<file path="src/design/assert_macros.svh">
// Assertion helpers shared by the slot table modules.
`ifndef ASSERT_MACROS_SVH
`define ASSERT_MACROS_SVH

// Clocked property check, disabled while reset is high.
`define DST_ASSERT(lbl, clk, rst, prop, msg) \
  lbl: assert property (@(posedge clk) disable iff (rst) (prop)) else $error(msg);

// Condition that must never hold at a clock edge outside reset.
`define DST_ASSERT_NEVER(lbl, clk, rst, cond, msg) \
  `DST_ASSERT(lbl, clk, rst, !(cond), msg)

`endif

</file>
<file path="src/design/dst_pkg.sv">
package dst_pkg;

  localparam int TABLE_SLOTS = 16;
  localparam int SLOT_W = (TABLE_SLOTS > 1) ? $clog2(TABLE_SLOTS) : 1;
  localparam logic [8:0] SLOT_LIMIT = 9'(TABLE_SLOTS);

  localparam int HANDLE_W = 32;
  localparam int SECTOR_W = 16;

  // request kinds
  localparam logic [2:0] KIND_ALLOC   = 3'd0;
  localparam logic [2:0] KIND_PLACE   = 3'd1;
  localparam logic [2:0] KIND_LOOKUP  = 3'd2;
  localparam logic [2:0] KIND_RELEASE = 3'd3;
  localparam logic [2:0] KIND_CLEAR   = 3'd4;

  // result status codes
  localparam logic [2:0] STATUS_OK    = 3'd0;
  localparam logic [2:0] STATUS_NULL  = 3'd1;
  localparam logic [2:0] STATUS_RANGE = 3'd2;
  localparam logic [2:0] STATUS_BUSY  = 3'd3;
  localparam logic [2:0] STATUS_FREE  = 3'd4;
  localparam logic [2:0] STATUS_FULL  = 3'd5;

  typedef struct packed {
    logic accept;    // request taken this cycle
    logic load_out;  // move the finished result into the output register
  } dp_cmd_t;

  typedef struct packed {
    logic              found;
    logic [SLOT_W-1:0] slot;
  } free_slot_t;

  // Priority encoder: lowest slot whose used mark is clear.
  function automatic free_slot_t lowest_free(input logic [TABLE_SLOTS-1:0] marks);
    free_slot_t res;
    res.found = 1'b0;
    res.slot  = '0;
    for (int i = TABLE_SLOTS - 1; i >= 0; i--) begin
      if (!marks[i]) begin
        res.found = 1'b1;
        res.slot  = SLOT_W'(i);
      end
    end
    return res;
  endfunction

endpackage

</file>
<file path="src/design/descriptor_slot_table_unit.sv">
// Descriptor slot table: allocate, place, lookup, release and clear on a
// table of dst_pkg::TABLE_SLOTS slots.
// Decision registers and the entry RAM read load at the accept edge; the
// output register takes the result once it is free. The registered RAM
// read means a new request waits until that result enters the output register.
// Reset (rst, synchronous): all used marks clear, no result pending.
`include "assert_macros.svh"

module descriptor_slot_table_unit (
  input  logic                         clk,
  input  logic                         rst,
  input  logic                         in_valid,
  output logic                         in_ready,
  input  logic [2:0]                   kind,
  input  logic [7:0]                   slot_index,
  input  logic [dst_pkg::HANDLE_W-1:0] object_handle,
  input  logic [dst_pkg::SECTOR_W-1:0] header_sector,
  output logic                         out_valid,
  input  logic                         out_ready,
  output logic [2:0]                   status,
  output logic [7:0]                   granted_slot,
  output logic                         slot_used,
  output logic [dst_pkg::HANDLE_W-1:0] stored_handle,
  output logic [dst_pkg::SECTOR_W-1:0] stored_sector
);

  // Controller to datapath commands. The controller only sequences; every
  // table decision (lowest free slot, range and busy checks) is made in the
  // datapath in the accept cycle, so state updates land at the accept edge
  // and a following request always sees them.
  dst_pkg::dp_cmd_t cmd;

  // Controller: accepts a request in its idle state, waits in its read state for
  // the entry RAM read, then hands the result to the output register as soon as
  // that register is free. A new request can be taken while the previous
  // result still waits at the output.
  dst_ctrl u_ctrl (
    .clk      (clk),
    .rst      (rst),
    .in_valid (in_valid),
    .out_ready(out_ready),
    .in_ready (in_ready),
    .out_valid(out_valid),
    .cmd      (cmd)
  );

  // Datapath: used marks in flip-flops, handle and sector stores in RAM,
  // decision registers and the output register.
  dst_datapath u_dp (
    .clk          (clk),
    .rst          (rst),
    .cmd          (cmd),
    .kind         (kind),
    .slot_index   (slot_index),
    .object_handle(object_handle),
    .header_sector(header_sector),
    .status       (status),
    .granted_slot (granted_slot),
    .slot_used    (slot_used),
    .stored_handle(stored_handle),
    .stored_sector(stored_sector)
  );

  // A request is never taken while reset is applied.
  `DST_ASSERT_NEVER(a_no_accept_in_reset, clk, 1'b0, rst && in_valid && in_ready, "accept in reset")

endmodule

</file>
<file path="src/design/dst_ram.sv">
module dst_ram #(
  parameter int WIDTH = 32,
  parameter int DEPTH = 16
) (
  input  logic                               clk,
  input  logic                               wr_en,
  input  logic [((DEPTH > 1) ? $clog2(DEPTH) : 1)-1:0] wr_addr,
  input  logic [WIDTH-1:0]                   wr_data,
  input  logic                               rd_en,
  input  logic [((DEPTH > 1) ? $clog2(DEPTH) : 1)-1:0] rd_addr,
  output logic [WIDTH-1:0]                   rd_data
);

  logic [WIDTH-1:0] mem [DEPTH];

  always_ff @(posedge clk) begin
    if (wr_en) begin
      mem[wr_addr] <= wr_data;
    end
    if (rd_en) begin
      rd_data <= mem[rd_addr];
    end
  end

endmodule

</file>
<file path="src/design/dst_ctrl.sv">
`include "assert_macros.svh"

module dst_ctrl (
  input  logic             clk,
  input  logic             rst,
  input  logic             in_valid,
  input  logic             out_ready,
  output logic             in_ready,
  output logic             out_valid,
  output dst_pkg::dp_cmd_t cmd
);

  localparam logic S_IDLE = 1'b0;
  localparam logic S_READ = 1'b1;

  logic state;
  logic state_next;
  logic out_free;

  assign out_free     = !out_valid || out_ready;
  assign in_ready     = (state == S_IDLE) && !rst;
  assign cmd.accept   = in_valid && in_ready;
  assign cmd.load_out = (state == S_READ) && out_free;

  always_comb begin
    state_next = state;
    unique case (state)
      S_IDLE: begin
        if (cmd.accept) state_next = S_READ;
      end
      S_READ: begin
        if (out_free) state_next = S_IDLE;
      end
      default: state_next = S_IDLE;
    endcase
  end

  always_ff @(posedge clk) begin
    if (rst) begin
      state     <= S_IDLE;
      out_valid <= 1'b0;
    end else begin
      state <= state_next;
      if (cmd.load_out) begin
        out_valid <= 1'b1;
      end else if (out_ready) begin
        out_valid <= 1'b0;
      end
    end
  end

  `DST_ASSERT(a_accept_to_read, clk, rst, cmd.accept |=> (state == S_READ) && !in_ready, "accepted request did not enter read state")
  `DST_ASSERT(a_load_sets_valid, clk, rst, cmd.load_out |=> out_valid, "loaded result not presented")
  `DST_ASSERT(a_hold_while_stalled, clk, rst, (state == S_READ) && out_valid && !out_ready |=> (state == S_READ) && !in_ready, "pending result dropped while output stalled")

endmodule

</file>
<file path="src/design/dst_datapath.sv">
`include "assert_macros.svh"

module dst_datapath (
  input  logic                           clk,
  input  logic                           rst,
  input  dst_pkg::dp_cmd_t               cmd,
  input  logic [2:0]                     kind,
  input  logic [7:0]                     slot_index,
  input  logic [dst_pkg::HANDLE_W-1:0]   object_handle,
  input  logic [dst_pkg::SECTOR_W-1:0]   header_sector,
  output logic [2:0]                     status,
  output logic [7:0]                     granted_slot,
  output logic                           slot_used,
  output logic [dst_pkg::HANDLE_W-1:0]   stored_handle,
  output logic [dst_pkg::SECTOR_W-1:0]   stored_sector
);

  logic [dst_pkg::TABLE_SLOTS-1:0] used_marks;
  logic [dst_pkg::TABLE_SLOTS-1:0] used_marks_next;

  logic                        in_range;
  logic [dst_pkg::SLOT_W-1:0]  idx;
  logic                        mark;
  logic                        null_handle;
  dst_pkg::free_slot_t         free_slot;

  logic [2:0]                  dec_status;
  logic [7:0]                  dec_granted;
  logic                        dec_used;
  logic                        dec_take_handle;
  logic                        dec_take_sector;
  logic                        wr_en;
  logic [dst_pkg::SLOT_W-1:0]  wr_addr;

  // decision held between accept and output load
  logic [2:0]                  res_status;
  logic [7:0]                  res_granted;
  logic                        res_used;
  logic                        res_take_handle;
  logic                        res_take_sector;

  logic [dst_pkg::HANDLE_W-1:0] rd_handle;
  logic [dst_pkg::SECTOR_W-1:0] rd_sector;

  assign in_range    = {1'b0, slot_index} < dst_pkg::SLOT_LIMIT;
  assign idx         = slot_index[dst_pkg::SLOT_W-1:0];
  assign mark        = in_range && used_marks[idx];
  assign null_handle = (object_handle == '0);
  assign free_slot   = dst_pkg::lowest_free(used_marks);

  always_comb begin
    dec_status      = dst_pkg::STATUS_OK;
    dec_granted     = slot_index;
    dec_used        = mark;
    dec_take_handle = 1'b0;
    dec_take_sector = 1'b0;
    wr_en           = 1'b0;
    wr_addr         = idx;
    used_marks_next = used_marks;
    unique case (kind)
      dst_pkg::KIND_ALLOC: begin
        dec_used    = 1'b0;
        dec_granted = '0;
        if (null_handle) begin
          dec_status = dst_pkg::STATUS_NULL;
        end else if (!free_slot.found) begin
          dec_status = dst_pkg::STATUS_FULL;
        end else begin
          dec_granted                     = 8'(free_slot.slot);
          wr_en                           = 1'b1;
          wr_addr                         = free_slot.slot;
          used_marks_next[free_slot.slot] = 1'b1;
        end
      end
      dst_pkg::KIND_PLACE: begin
        if (null_handle) begin
          dec_status = dst_pkg::STATUS_NULL;
        end else if (!in_range) begin
          dec_status = dst_pkg::STATUS_RANGE;
        end else if (mark) begin
          dec_status = dst_pkg::STATUS_BUSY;
        end else begin
          wr_en                = 1'b1;
          used_marks_next[idx] = 1'b1;
        end
      end
      dst_pkg::KIND_LOOKUP: begin
        if (!in_range) begin
          dec_status = dst_pkg::STATUS_RANGE;
        end else if (!mark) begin
          dec_status = dst_pkg::STATUS_FREE;
        end else begin
          dec_take_handle = 1'b1;
          dec_take_sector = 1'b1;
        end
      end
      dst_pkg::KIND_RELEASE: begin
        if (!in_range) begin
          dec_status = dst_pkg::STATUS_RANGE;
        end else if (!mark) begin
          dec_status = dst_pkg::STATUS_FREE;
        end else begin
          dec_take_sector      = 1'b1;
          used_marks_next[idx] = 1'b0;
        end
      end
      dst_pkg::KIND_CLEAR: begin
        used_marks_next = '0;
      end
      default: begin
        // reserved kinds leave the table alone
      end
    endcase
  end

  dst_ram #(
    .WIDTH(dst_pkg::HANDLE_W),
    .DEPTH(dst_pkg::TABLE_SLOTS)
  ) u_handle_ram (
    .clk    (clk),
    .wr_en  (cmd.accept && wr_en),
    .wr_addr(wr_addr),
    .wr_data(object_handle),
    .rd_en  (cmd.accept),
    .rd_addr(idx),
    .rd_data(rd_handle)
  );

  dst_ram #(
    .WIDTH(dst_pkg::SECTOR_W),
    .DEPTH(dst_pkg::TABLE_SLOTS)
  ) u_sector_ram (
    .clk    (clk),
    .wr_en  (cmd.accept && wr_en),
    .wr_addr(wr_addr),
    .wr_data(header_sector),
    .rd_en  (cmd.accept),
    .rd_addr(idx),
    .rd_data(rd_sector)
  );

  always_ff @(posedge clk) begin
    if (rst) begin
      used_marks <= '0;
    end else if (cmd.accept) begin
      used_marks <= used_marks_next;
    end
  end

  always_ff @(posedge clk) begin
    if (cmd.accept) begin
      res_status      <= dec_status;
      res_granted     <= dec_granted;
      res_used        <= dec_used;
      res_take_handle <= dec_take_handle;
      res_take_sector <= dec_take_sector;
    end
    if (cmd.load_out) begin
      status        <= res_status;
      granted_slot  <= res_granted;
      slot_used     <= res_used;
      stored_handle <= res_take_handle ? rd_handle : '0;
      stored_sector <= res_take_sector ? rd_sector : '0;
    end
  end

  `DST_ASSERT_NEVER(a_write_free_only, clk, rst, cmd.accept && wr_en && used_marks[wr_addr], "entry write into a used slot")
  `DST_ASSERT(a_write_marks_used, clk, rst, cmd.accept && wr_en |=> used_marks[$past(wr_addr)], "written slot not marked used")
  `DST_ASSERT(a_clear_all, clk, rst, cmd.accept && (kind == dst_pkg::KIND_CLEAR) |=> (used_marks == '0), "clear left used marks set")

endmodule
</file>
<file path="config.mk">
export PLATFORM = sky130hd
export DESIGN_NAME = descriptor_slot_table_unit
export DESIGN_NICKNAME = d
export VERILOG_FILES = /design/src/design/dst_pkg.sv /design/src/design/descriptor_slot_table_unit.sv /design/src/design/dst_ram.sv /design/src/design/dst_ctrl.sv /design/src/design/dst_datapath.sv
export VERILOG_INCLUDE_DIRS = /design/src /design/src/design
export SDC_FILE = /design/constraint.sdc
export NUM_CORES = 1
export LEC_CHECK = 0
export BUFFER_PORTS_ARGS = -buffer_cell sky130_fd_sc_hd__buf_2
export CAP_MARGIN = 20
export CORE_MARGIN = 3
export CORE_UTILIZATION = 39
export CTS_CLUSTER_SIZE = 24
export DETAILED_ROUTE_END_ITERATION = 10
export GPL_TIMING_DRIVEN = 0
export HOLD_SLACK_MARGIN = 0.08
export SETUP_SLACK_MARGIN = 0.05
export SYNTH_ARGS = -nofsm -noshare
export SYNTH_HDL_FRONTEND = slang
export SYNTH_SLANG_ARGS = --single-unit
</file>
<file path="constraint.sdc">
create_clock -name clk -period 6.5 [get_ports clk]
set_input_delay 0.65 -clock clk [delete_from_list [all_inputs] [get_ports clk]]
set_output_delay 0.65 -clock clk [all_outputs]
set_load 0.05 [all_outputs]
</file>
* Word-level counts from Yosys, hierarchy flattened
Memories as Yosys holds them, arrays and structs flattened. A register that Yosys moved wholly into a read port is not among the register bits. Cells that the tools add are included.
Storage, ports and cells: register bits after elaboration 92, memory bits (writable) 768, input port bits 63, output and inout bits 62, memories 2
Memories:
- u_dp.u_handle_ram.mem | depth 16, bits a word 32, rd ports 1, clocked after Yosys merged registers in 1, wr ports 1, RTL line dst_ram.sv:14 | logic [WIDTH-1:0] mem [DEPTH];
- u_dp.u_sector_ram.mem | depth 16, bits a word 16, rd ports 1, clocked after Yosys merged registers in 1, wr ports 1, RTL line dst_ram.sv:14
Cells by class: order comparisons 5, equal/unequal tests 11, muxes and demuxes 59, bitwise operators 5, reduce and logical (&&, ||, !) cells 16
Operators by type and width (number):
- 16-bit 2-to-1 mux | 7
- 5-bit 2-to-1 mux | 16
- 16-bit one-hot mux with 4 select lines | 1
- 32-bit logical NOT | 1
- 16-bit OR | 2
- 3-bit 2-to-1 mux | 6
- 16-bit AND | 1
- 1-bit 2-to-1 mux | 16
- 4-bit 2-to-1 mux | 4
- 8-bit 2-to-1 mux | 2
- 16-bit inverter | 1
- 4-bit by 5-bit less-than comparator with 1-bit output (second input constant) | 2
- 3-bit one-hot mux with 3 select lines | 1
- 9-bit AND reduction | 1
- 1-bit demux with 4-bit select | 2
- 4-bit by 1-bit greater-or-equal comparator with 1-bit output (second input constant) | 2
- 8-bit by 5-bit less-than comparator with 1-bit output (second input constant) | 1
- 2-bit by 1-bit != test with 1-bit output (second input constant) | 4
- 1-bit logical AND | 7
- 3-bit by 2-bit == test with 1-bit output (second input constant) | 2
- 2-bit != test (second input constant) | 3
- 1-bit binary-select mux with 4-bit select | 1
- 1-bit one-hot mux with 2 select lines | 2
- 4-bit nonzero test | 1
- other kinds (9) | 10

* Longest topological paths before layout
Gate-level depths: netlist of the first run.
word-level depth 24, gate-level depth with buffers 9, gate-level depth less buffers 6

* By module
Synthesis of the first run repeated with hierarchy kept, for this count alone.
Second synthesis, totals: cell total of the unflattened synthesis 1665, area, all modules 34946.0 µm²
By module, submodules not included:
- dst_ram (u_dp.u_handle_ram) | instances 1, cells an instance 838, area an instance 20155.6 µm²
- dst_ram (u_dp.u_sector_ram) | instances 1, cells an instance 432, area an instance 10202.3 µm²
- dst_datapath | instances 1, cells an instance 385, area an instance 4494.3 µm²
- dst_ctrl | instances 1, cells an instance 10, area an instance 93.8 µm²

* Worst setup path before layout of the first run
No wires, ideal clock.
path type input port to flip-flop, start point in rst, end point mem u_dp.u_handle_ram.mem[15][0], enable pin, setup time 513 ps, data arrival time 7168 ps, path slack -1181 ps, cell stages on the path 6, cells stage by stage clkbuf_1 -> nor2_1 -> and2_1 -> o21ai_0 -> clkbuf_1 -> nor3_1
RTL lines:
- from (decl) | RTL line descriptor_slot_table_unit.sv:11 | input logic rst,
- to (decl) | RTL line dst_ram.sv:14

* Worst setup path after layout of the first run
start point in object_handle[6] (netlist name), end point mem u_dp.u_handle_ram.mem[8][7], enable pin
Between the ends: word-level cells in the longest chain between the ends 6, elaborated cells between the ends (all ways) 9, those cells by class mux (7); reduce/logical (2)
RTL lines:
- from (decl) | RTL line descriptor_slot_table_unit.sv:16 | input logic [dst_pkg::HANDLE_W-1:0] object_handle,
- 32-bit logical NOT (*) | RTL line dst_datapath.sv:48 | assign null_handle = (object_handle == '0);
- 1-bit 2-to-1 mux, on equally long branches | RTL line dst_datapath.sv:76, dst_datapath.sv:64
- 1-bit one-hot mux with 2 select lines | RTL line dst_datapath.sv:60 | unique case (kind)
- 1-bit logical AND | RTL line dst_datapath.sv:121 | .wr_en (cmd.accept && wr_en),
- 1-bit 2-to-1 mux | RTL line dst_ram.sv:17 | if (wr_en) begin
- 1-bit 2-to-1 mux (implied by the code) | RTL line dst_ram.sv:18 | mem[wr_addr] <= wr_data;
Every way passes the cells marked *; elsewhere a longest branch is shown, timed or not.

==> results.md, run 1 <==
- Dpl cells: 2949
- Number of port buffers: 119
- Number of cell rows: 109
- Critical Path RT: 6.84 ns
- Max cap viols: 0
- RSZ-0062 raised after global routing: false
- R2r startpoint: u_dp.used_marks[0]$_SDFFE_PP0P_
- Register bit total from synthesis: 908
- Nets: 1948
- # DRC: 0
- EDFF count, synth: 890
- Cell count after synthesis: 1547
- Chip Height: 305 microns
- WL/cell: 27.8 microns
- VDD IR max: 0.000190 V
- FFs w/ async S/R, synth: 0%
- Area grow syn2layout: 19.2%
- Seq/Total Area, Yosys: 77.6%
- Clock Skew: 0.0267 ns
- Ys flop type: edfxtp_1
- CTS tree: done
- Die Wd: 305 microns
- Worst Setup Start Kind: input port
- Commonest non-fill, non-tap cell in the layout: edfxtp_1
- Design area: 0.0416 sq mm
- Non-Filler Instances: 3131
- Crit Path Max Fanout: 17
- Hold Crit Class: in -> reg
- WS Path Type: in -> reg
- Setup bufs post-CTS: 0
- Clock Latency Late Sink: 0.65 ns
- Post-cts hold buffer count: 0
- Synth Net Count: 1610
- Largest net degree at the start of global routing: 40
- Via count: 17400
- H-tree levels: 3
- Netlist cell types: 60
- Fmax: 0.215 GHz
- Outcome: completed
- Core ar.: 0.0886 sq mm
- Antenna-violating nets left: 0
- Vias in the first global route: 17800
- Post-Syn Area: 0.0349 sq mm
- Slew Limit Headroom: 23.8%
- Crit. End Element: flip-flop
- Root Driver: clkbuf_16
- Worst r2r path cells: 11
- Pre-CTS setup slack: 1.22 ns
- Max clock buf depth: 3
- Crit. Startpoint: object_handle[6]
- Clock transition at the registers of the reported paths: 0.06 ns
- Power Dens Cells: 294 mW/mm^2
- First-pass detailed-route iteration total: 5
- Synthesis Warnings: 0
- Clock sink total: 908
- Worst setup margin: 1.86 ns
- Starting Density: 39.4%
- Routed vias/inst: 5.57
- Die area: 0.0932 sq mm
- Reg2reg end: u_dp.u_handle_ram.mem[8][7]$_DFFE_PP_
- CP Capture Point: u_dp.u_handle_ram.mem[8][7]$_DFFE_PP_
- P_leak: 13.2 nW
- Layout cells sized above 1: 33.2%
- Fill cells: 7303
- Fin crit period: 4.64 ns
- DRT iter0 DRCs: 1934
- Worst reg2reg setup slack: 2.01 ns
- Hold Vio Cnt, Final: 0
- Routability Congestion: 0.851
- Average size of a mapped cell: 22.6 sq um
- # IOs: 125
- GRT Util Overall: 18.8%
- Max Slew Vio Count: 0
- Most frequent cells in the layout: 890 x edfxtp_1, 241 x mux4_2, 121 x buf_2
- First-pass GRT wire length: 127 mm
- GRT Residual Overflow: 0
- CTS resizes: 0
- DP Area: 0.0386 sq mm
- Final setup vio count: 0
- DRT Wirelength: 86.9 mm
- Fin crit share: 71.4%
- Measured slew at the worst slew-check pin: 1.14 ns
- Final Power: 12.2 mW
- CP Data Arrival Time: 4.99 ns
- Initial antenna violation count: 13
- DP HPWL: 59.6 mm
- Num CTS Buffers: 92
[where the power goes]
| group | total (mW) | internal, mW | switching (mW) | leakage (nW) |
|---|---|---|---|---|
| Clock | 5.14 | 2.94 | 2.20 | 1.41 |
| Sequential | 6.50 | 6.48 | 0.0166 | 8.20 |
| Combinational | 0.609 | 0.232 | 0.377 | 3.60 |
[how the worst min path moves through the flow]
stage / endpoint / slack, ns / depth (start not counted) / startpoint
after floorplan: u_dp.granted_slot[0]$_DFFE_PP_ / 0.40 / 0 / u_dp.res_granted[0]$_DFFE_PP_
after global placement: u_dp.granted_slot[7]$_DFFE_PP_ / 0.40 / 0 / u_dp.res_granted[7]$_SDFFCE_PN0P_
after detailed placement: u_dp.granted_slot[4]$_DFFE_PP_ / 0.41 / 0 / u_dp.res_granted[4]$_SDFFCE_PN0P_
after CTS: u_ctrl.state$_SDFF_PP0_ / 0.22 / 3 / in_valid
after global routing: u_dp.res_granted[5]$_SDFFCE_PN0P_ / 0.29 / 2 / slot_index[5]
final: u_ctrl.state$_SDFF_PP0_ / 0.27 / 3 / in_valid
[synth_stat cells (2+ instances only)]
library cell	number	area, sq um
a31oi_1	4	25.0
and2_1	55	344
nand4_1	11	68.8
or4_1	2	15.0
nand3_1	7	35.0
nor4_1	18	113
nor4b_1	2	17.5
a21oi_1	26	130
buf_2	2	10.0
nand2_1	23	86.3
a311o_1	4	40.0
o211ai_1	4	30.0
inv_1	9	33.8
clkbuf_1	53	199
dfxtp_1	18	360
mux2_2	3	33.8
nand2b_1	4	25.0
o311ai_1	2	17.5
and3_1	2	12.5
and4_1	3	26.3
edfxtp_1	890	26700
mux4_2	241	5430
mux2i_1	11	110
o21ai_0	14	70.1
o221a_2	2	22.5
or2_2	3	18.8
nor3_1	27	135
nor3b_1	5	37.5
nor2b_1	9	56.3
a211oi_2	6	75.1
o31ai_1	2	15.0
o21a_1	4	30.0
buf_1	23	86.3
a22o_1	2	17.5
nor2_1	28	105
mux4_1	4	105
[flip-flops by register name, summed over array words and instances (netlist names)]
signal and cells:
u_dp.res_used 1, u_dp.slot_used 1, u_dp.granted_slot 8, u_dp.status 3
u_dp.u_sector_ram.rd_data 16, u_ctrl.state 1, u_dp.res_take_sector 1, u_dp.u_handle_ram.mem 512
u_dp.res_status 3, u_dp.stored_sector 16, u_dp.used_marks 16, u_dp.u_handle_ram.rd_data 32
u_dp.u_sector_ram.mem 256, u_ctrl.out_valid 1, u_dp.res_granted 8, u_dp.res_take_handle 1
u_dp.stored_handle 32
[layout make-up]
type / instances / area (sq um) / area share (%)
diodes: 8 / 20.0 / 0.0481
inverters: 9 / 33.8 / 0.0812
plain buffers: 81 / 329 / 0.791
flip-flops and latches: 908 / 27100 / 65.1
multi-input cells: 549 / 7580 / 18.2
repair buffers: 244 / 2200 / 5.29
well taps: 1165 / 1460 / 3.50
clock inverters: 50 / 523 / 1.26
clock buffers: 117 / 2400 / 5.76
[routing by layer]
| layer | track usage, % | share of wire, % | wire length (microns) | vias to the layer above |
|---|---|---|---|---|
| met3 | 3.53 | 6.9 | 6030 | 105 |
| met4 | 4.69 | 1.7 | 1510 | 4 |
| met2 | 30.1 | 49 | 42300 | 613 |
| li1 | - | - | - | 7285 |
| met1 | 26.8 | 43 | 37100 | 9427 |
| met5 | 0 | 0.028 | 24 | - |
[logic make-up (layout without fill, tap and decap cells)]
kind of cell	after synthesis	after routing	synth area share, %
AOI/OAI and AO/OA	86	86	1.86
buffers and inverters	90	501	1.04
DFF	908	908	77.6
muxes	259	259	16.3
other	0	8	0
and+or+nand+nor	204	204	3.30
[worst max-delay path, stage by stage]
cell and delay [ns]:
buf_2 0.19, nor4_1 0.66, nand4_1 0.56, nor2_1 0.53
nor3_1 0.16, clkbuf_1 0.33, mux2i_1 0.33, nor3_2 0.77
buf_6 0.28, buf_6 0.19, buf_6 0.17, buf_6 0.15
[stage by stage]
stage | hold slack [ns] | TNS (ns) | utilization (%)
floorplan | 0.400 | -789.20 | -
global placement | 0.404 | -5519.24 | 41.7
detailed placement | 0.406 | 0 | 43.5
CTS | 0.224 | 0 | 46.8
global route | 0.287 | 0 | 46.9
finish | 0.268 | 0 | 47.0
Power figures use the tool's default switching activity.
==> run 2: changes to the inputs <==
- clock period: 6.5 -> 4.15 ns (I/O delays scaled with it)
==> run 2 against run 1 <==
  * Via count decreased by 0.52%
  * Setup slack got worse by 1.6 ns
  * Clock skew is 0.0011 ns higher
  * Final area grew 1.5%
  * Count of clock-buffer cells in the layout is 7 lower
  * Global-route usage is 0.066 points lower
  * Critical path depth down 2
  * Clock power grew 49%
  * Sequential power up 57%
  * Die area stayed put
  * Core utilization is 0.69 points higher
  * Critical endpoint is now u_dp.u_sector_ram.mem[9][10]$_DFFE_PP_
  * Largest cell class unchanged
  * Highest routed layer unchanged
==> results.md, run 2 (synthesis results as in run 1) <==
- DRT iter0 DRCs: 1738 (was 1934)
- Num CTS Buffers: 89 (was 92)
- Layout cells sized above 1: 33.0% (was 33.2%)
- Hold Crit Class: in -> reg (unchanged)
- Clock sink total: 908 (unchanged)
- VDD IR max: 0.000341 V (was 0.000190 V)
- Final setup vio count: 0 (unchanged)
- CTS tree: done (unchanged)
- GRT Util Overall: 18.7% (was 18.8%)
- Number of cell rows: 109 (unchanged)
- Fin crit period: 3.89 ns
- Chip Height: 305 microns (unchanged)
- H-tree levels: 3 (unchanged)
- Routability Congestion: 0.850 (was 0.851)
- Fmax: 0.257 GHz
- DP Area: 0.0391 sq mm (was 0.0386 sq mm)
- Crit. End Element: flip-flop (unchanged)
- Vias in the first global route: 17700 (was 17800)
- Routed vias/inst: 5.58 (was 5.57)
- Nets: 1932 (was 1948)
- Number of port buffers: 119 (unchanged)
- Non-Filler Instances: 3111 (was 3131)
- Max cap viols: 0 (unchanged)
- # IOs: 125 (unchanged)
- Fill cells: 7193 (was 7303)
- Commonest non-fill, non-tap cell in the layout: edfxtp_1 (unchanged)
- Min Hold Slack: 0.106 ns (was 0.268 ns)
- Dpl cells: 2908 (was 2949)
- First-pass detailed-route iteration total: 5 (unchanged)
- Clock Latency Late Sink: 0.65 ns (about the same)
- Slew Limit Headroom: 26.1% (was 23.8%)
- Layout Utilization: 47.6% (was 47.0%)
- # DRC: 0 (unchanged)
- Flip-flop count of the largest register after layout: 512 (unchanged)
- Area grow syn2layout: 20.9% (was 19.2%)
- WS Path Type: reg -> reg (was in -> reg)
- Die area: 0.0932 sq mm (unchanged)
- Worst Setup Start Kind: flip-flop (was input port)
- Footprint of the multi-input gates: 0.00770 sq mm (was 0.00758 sq mm)
- DP HPWL: 57.5 mm (was 59.6 mm)
- Crit Path Max Fanout: 12 (was 17)
- Largest net degree at the start of global routing: 36 (was 40)
- Fin crit share: 93.6%
- Clock transition at the registers of the reported paths: 0.06 ns (about the same)
- P_leak: 13.5 nW (was 13.2 nW)
- WL/cell: 28.0 microns (was 27.8 microns)
- Critical Path RT: 4.49 ns (was 6.84 ns)
- Die Wd: 305 microns (unchanged)
- GRT Residual Overflow: 0 (unchanged)
- Most frequent cells in the layout: 890 x edfxtp_1, 241 x mux4_2, 121 x buf_2 (unchanged)
- DRT Wirelength: 87.1 mm (was 86.9 mm)
- Pre-CTS setup slack: -0.821 ns (was 1.22 ns)
- Clock share of power: 40.8% (was 42.0%)
- Design area: 0.0422 sq mm (was 0.0416 sq mm)
- NetSw: 4.01 mW (was 2.60 mW)
- Worst Hold Path Cells: 2 (was 3)
- Design internal power: 14.8 mW (was 9.65 mW)
- Hold Vio Cnt, Final: 0 (unchanged)
- Gate power share: 5.2% (was 5.0%)
- Starting Density: 39.4% (unchanged)
- Core ar.: 0.0886 sq mm (unchanged)
- Sw Ratio: 21.3% (was 21.2%)
- CP Data Arrival Time: 4.22 ns (was 4.99 ns)
- Reg power frac: 54.0% (was 53.0%)
- Measured slew at the worst slew-check pin: 1.11 ns (was 1.14 ns)
- Max Slew Vio Count: 0 (unchanged)
- Largest regs: u_dp.u_handle_ram.mem x512, u_dp.u_sector_ram.mem x256 (unchanged)
- Power Dens Cells: 446 mW/mm^2 (was 294 mW/mm^2)
- Final Power: 18.8 mW (was 12.2 mW)
- Worst setup margin: 0.264 ns (was 1.86 ns)
- TNS Setup: 0 ns (unchanged)
- RSZ-0062 raised after global routing: false (unchanged)
- First-pass GRT wire length: 126 mm (was 127 mm)
- Outcome: completed (unchanged)
- Root Driver: clkbuf_16 (unchanged)
- Via count: 17300 (was 17400)
- Initial antenna violation count: 12 (was 13)
- Max clock buf depth: 3 (unchanged)
- Antenna-violating nets left: 0 (unchanged)
- Worst r2r path cells: 10 (was 11)
- Clock Skew: 0.0278 ns (was 0.0267 ns)
- Reg with most FFs: u_dp.u_handle_ram.mem (unchanged)
- Storage cell area: 0.0271 sq mm (unchanged)
==> run 2: final cells by class <==
class,instances,area share (%)
diodes,6,0.0356
plain buffers,81,0.791
clock buffers,110,5.48
clock inverters,52,1.03
inverters,9,0.0800
multi-input cells,549,18.2
flip-flops and latches,908,64.1
well taps,1165,3.45
repair buffers,231,6.77
==> run 2: worst max-delay path: stages (launching register included) <==
cell and delay, ns:
dfxtp_1 0.29, clkbuf_1 0.24, mux4_1 0.58, mux4_2 0.56
nor4_1 0.36, o21ai_0 0.25, clkbuf_2 0.40, nor3_4 0.31
buf_16 0.19, buf_16 0.17, buf_8 0.20
==> run 2: power by group through the flow <==
stage	Sequential [mW]	Combinational, mW	Clock, mW
after global placement	10.4	0.916	0
after CTS	10.2	0.972	7.83
after global routing	10.2	1.04	8.18
final	10.2	0.975	7.68
after detailed placement	10.4	0.965	0
after floorplan	10.5	0.487	0
==> run 2: per-layer routing <==
| metal | up-vias | routed length, microns | track usage [%] |
|---|---|---|---|
| met3 | 102 | 6680 | 3.67 |
| met2 | 674 | 42200 | 30.1 |
| met1 | 9286 | 36600 | 26.6 |
| met5 | - | 41 | 0 |
| li1 | 7276 | - | - |
| met4 | 6 | 1540 | 4.50 |
==> run 2: timing repair <==
action	CTS	global route
cloned	0	0
gates resized for setup	1	11
endpoints found under the hold margin	3	0
hold buffers	3	0
buffers inserted	20	0
endpoints found under the setup margin	225	340
pin swaps	9	0
==> run 2: worst paths after layout <==
path | from | to | slack [ns]
worst max-delay path | u_dp.used_marks[4]$_SDFFE_PP0P_ | u_dp.u_sector_ram.mem[9][10]$_DFFE_PP_ | 0.26
worst min-delay path | slot_index[7] | u_dp.res_granted[7]$_SDFFCE_PN0P_ | 0.11
worst max register to register | u_dp.used_marks[4]$_SDFFE_PP0P_ | u_dp.u_sector_ram.mem[9][10]$_DFFE_PP_ | 0.26
worst min register to register | u_dp.res_used$_SDFFCE_PN0P_ | u_dp.slot_used$_DFFE_PP_ | 0.43
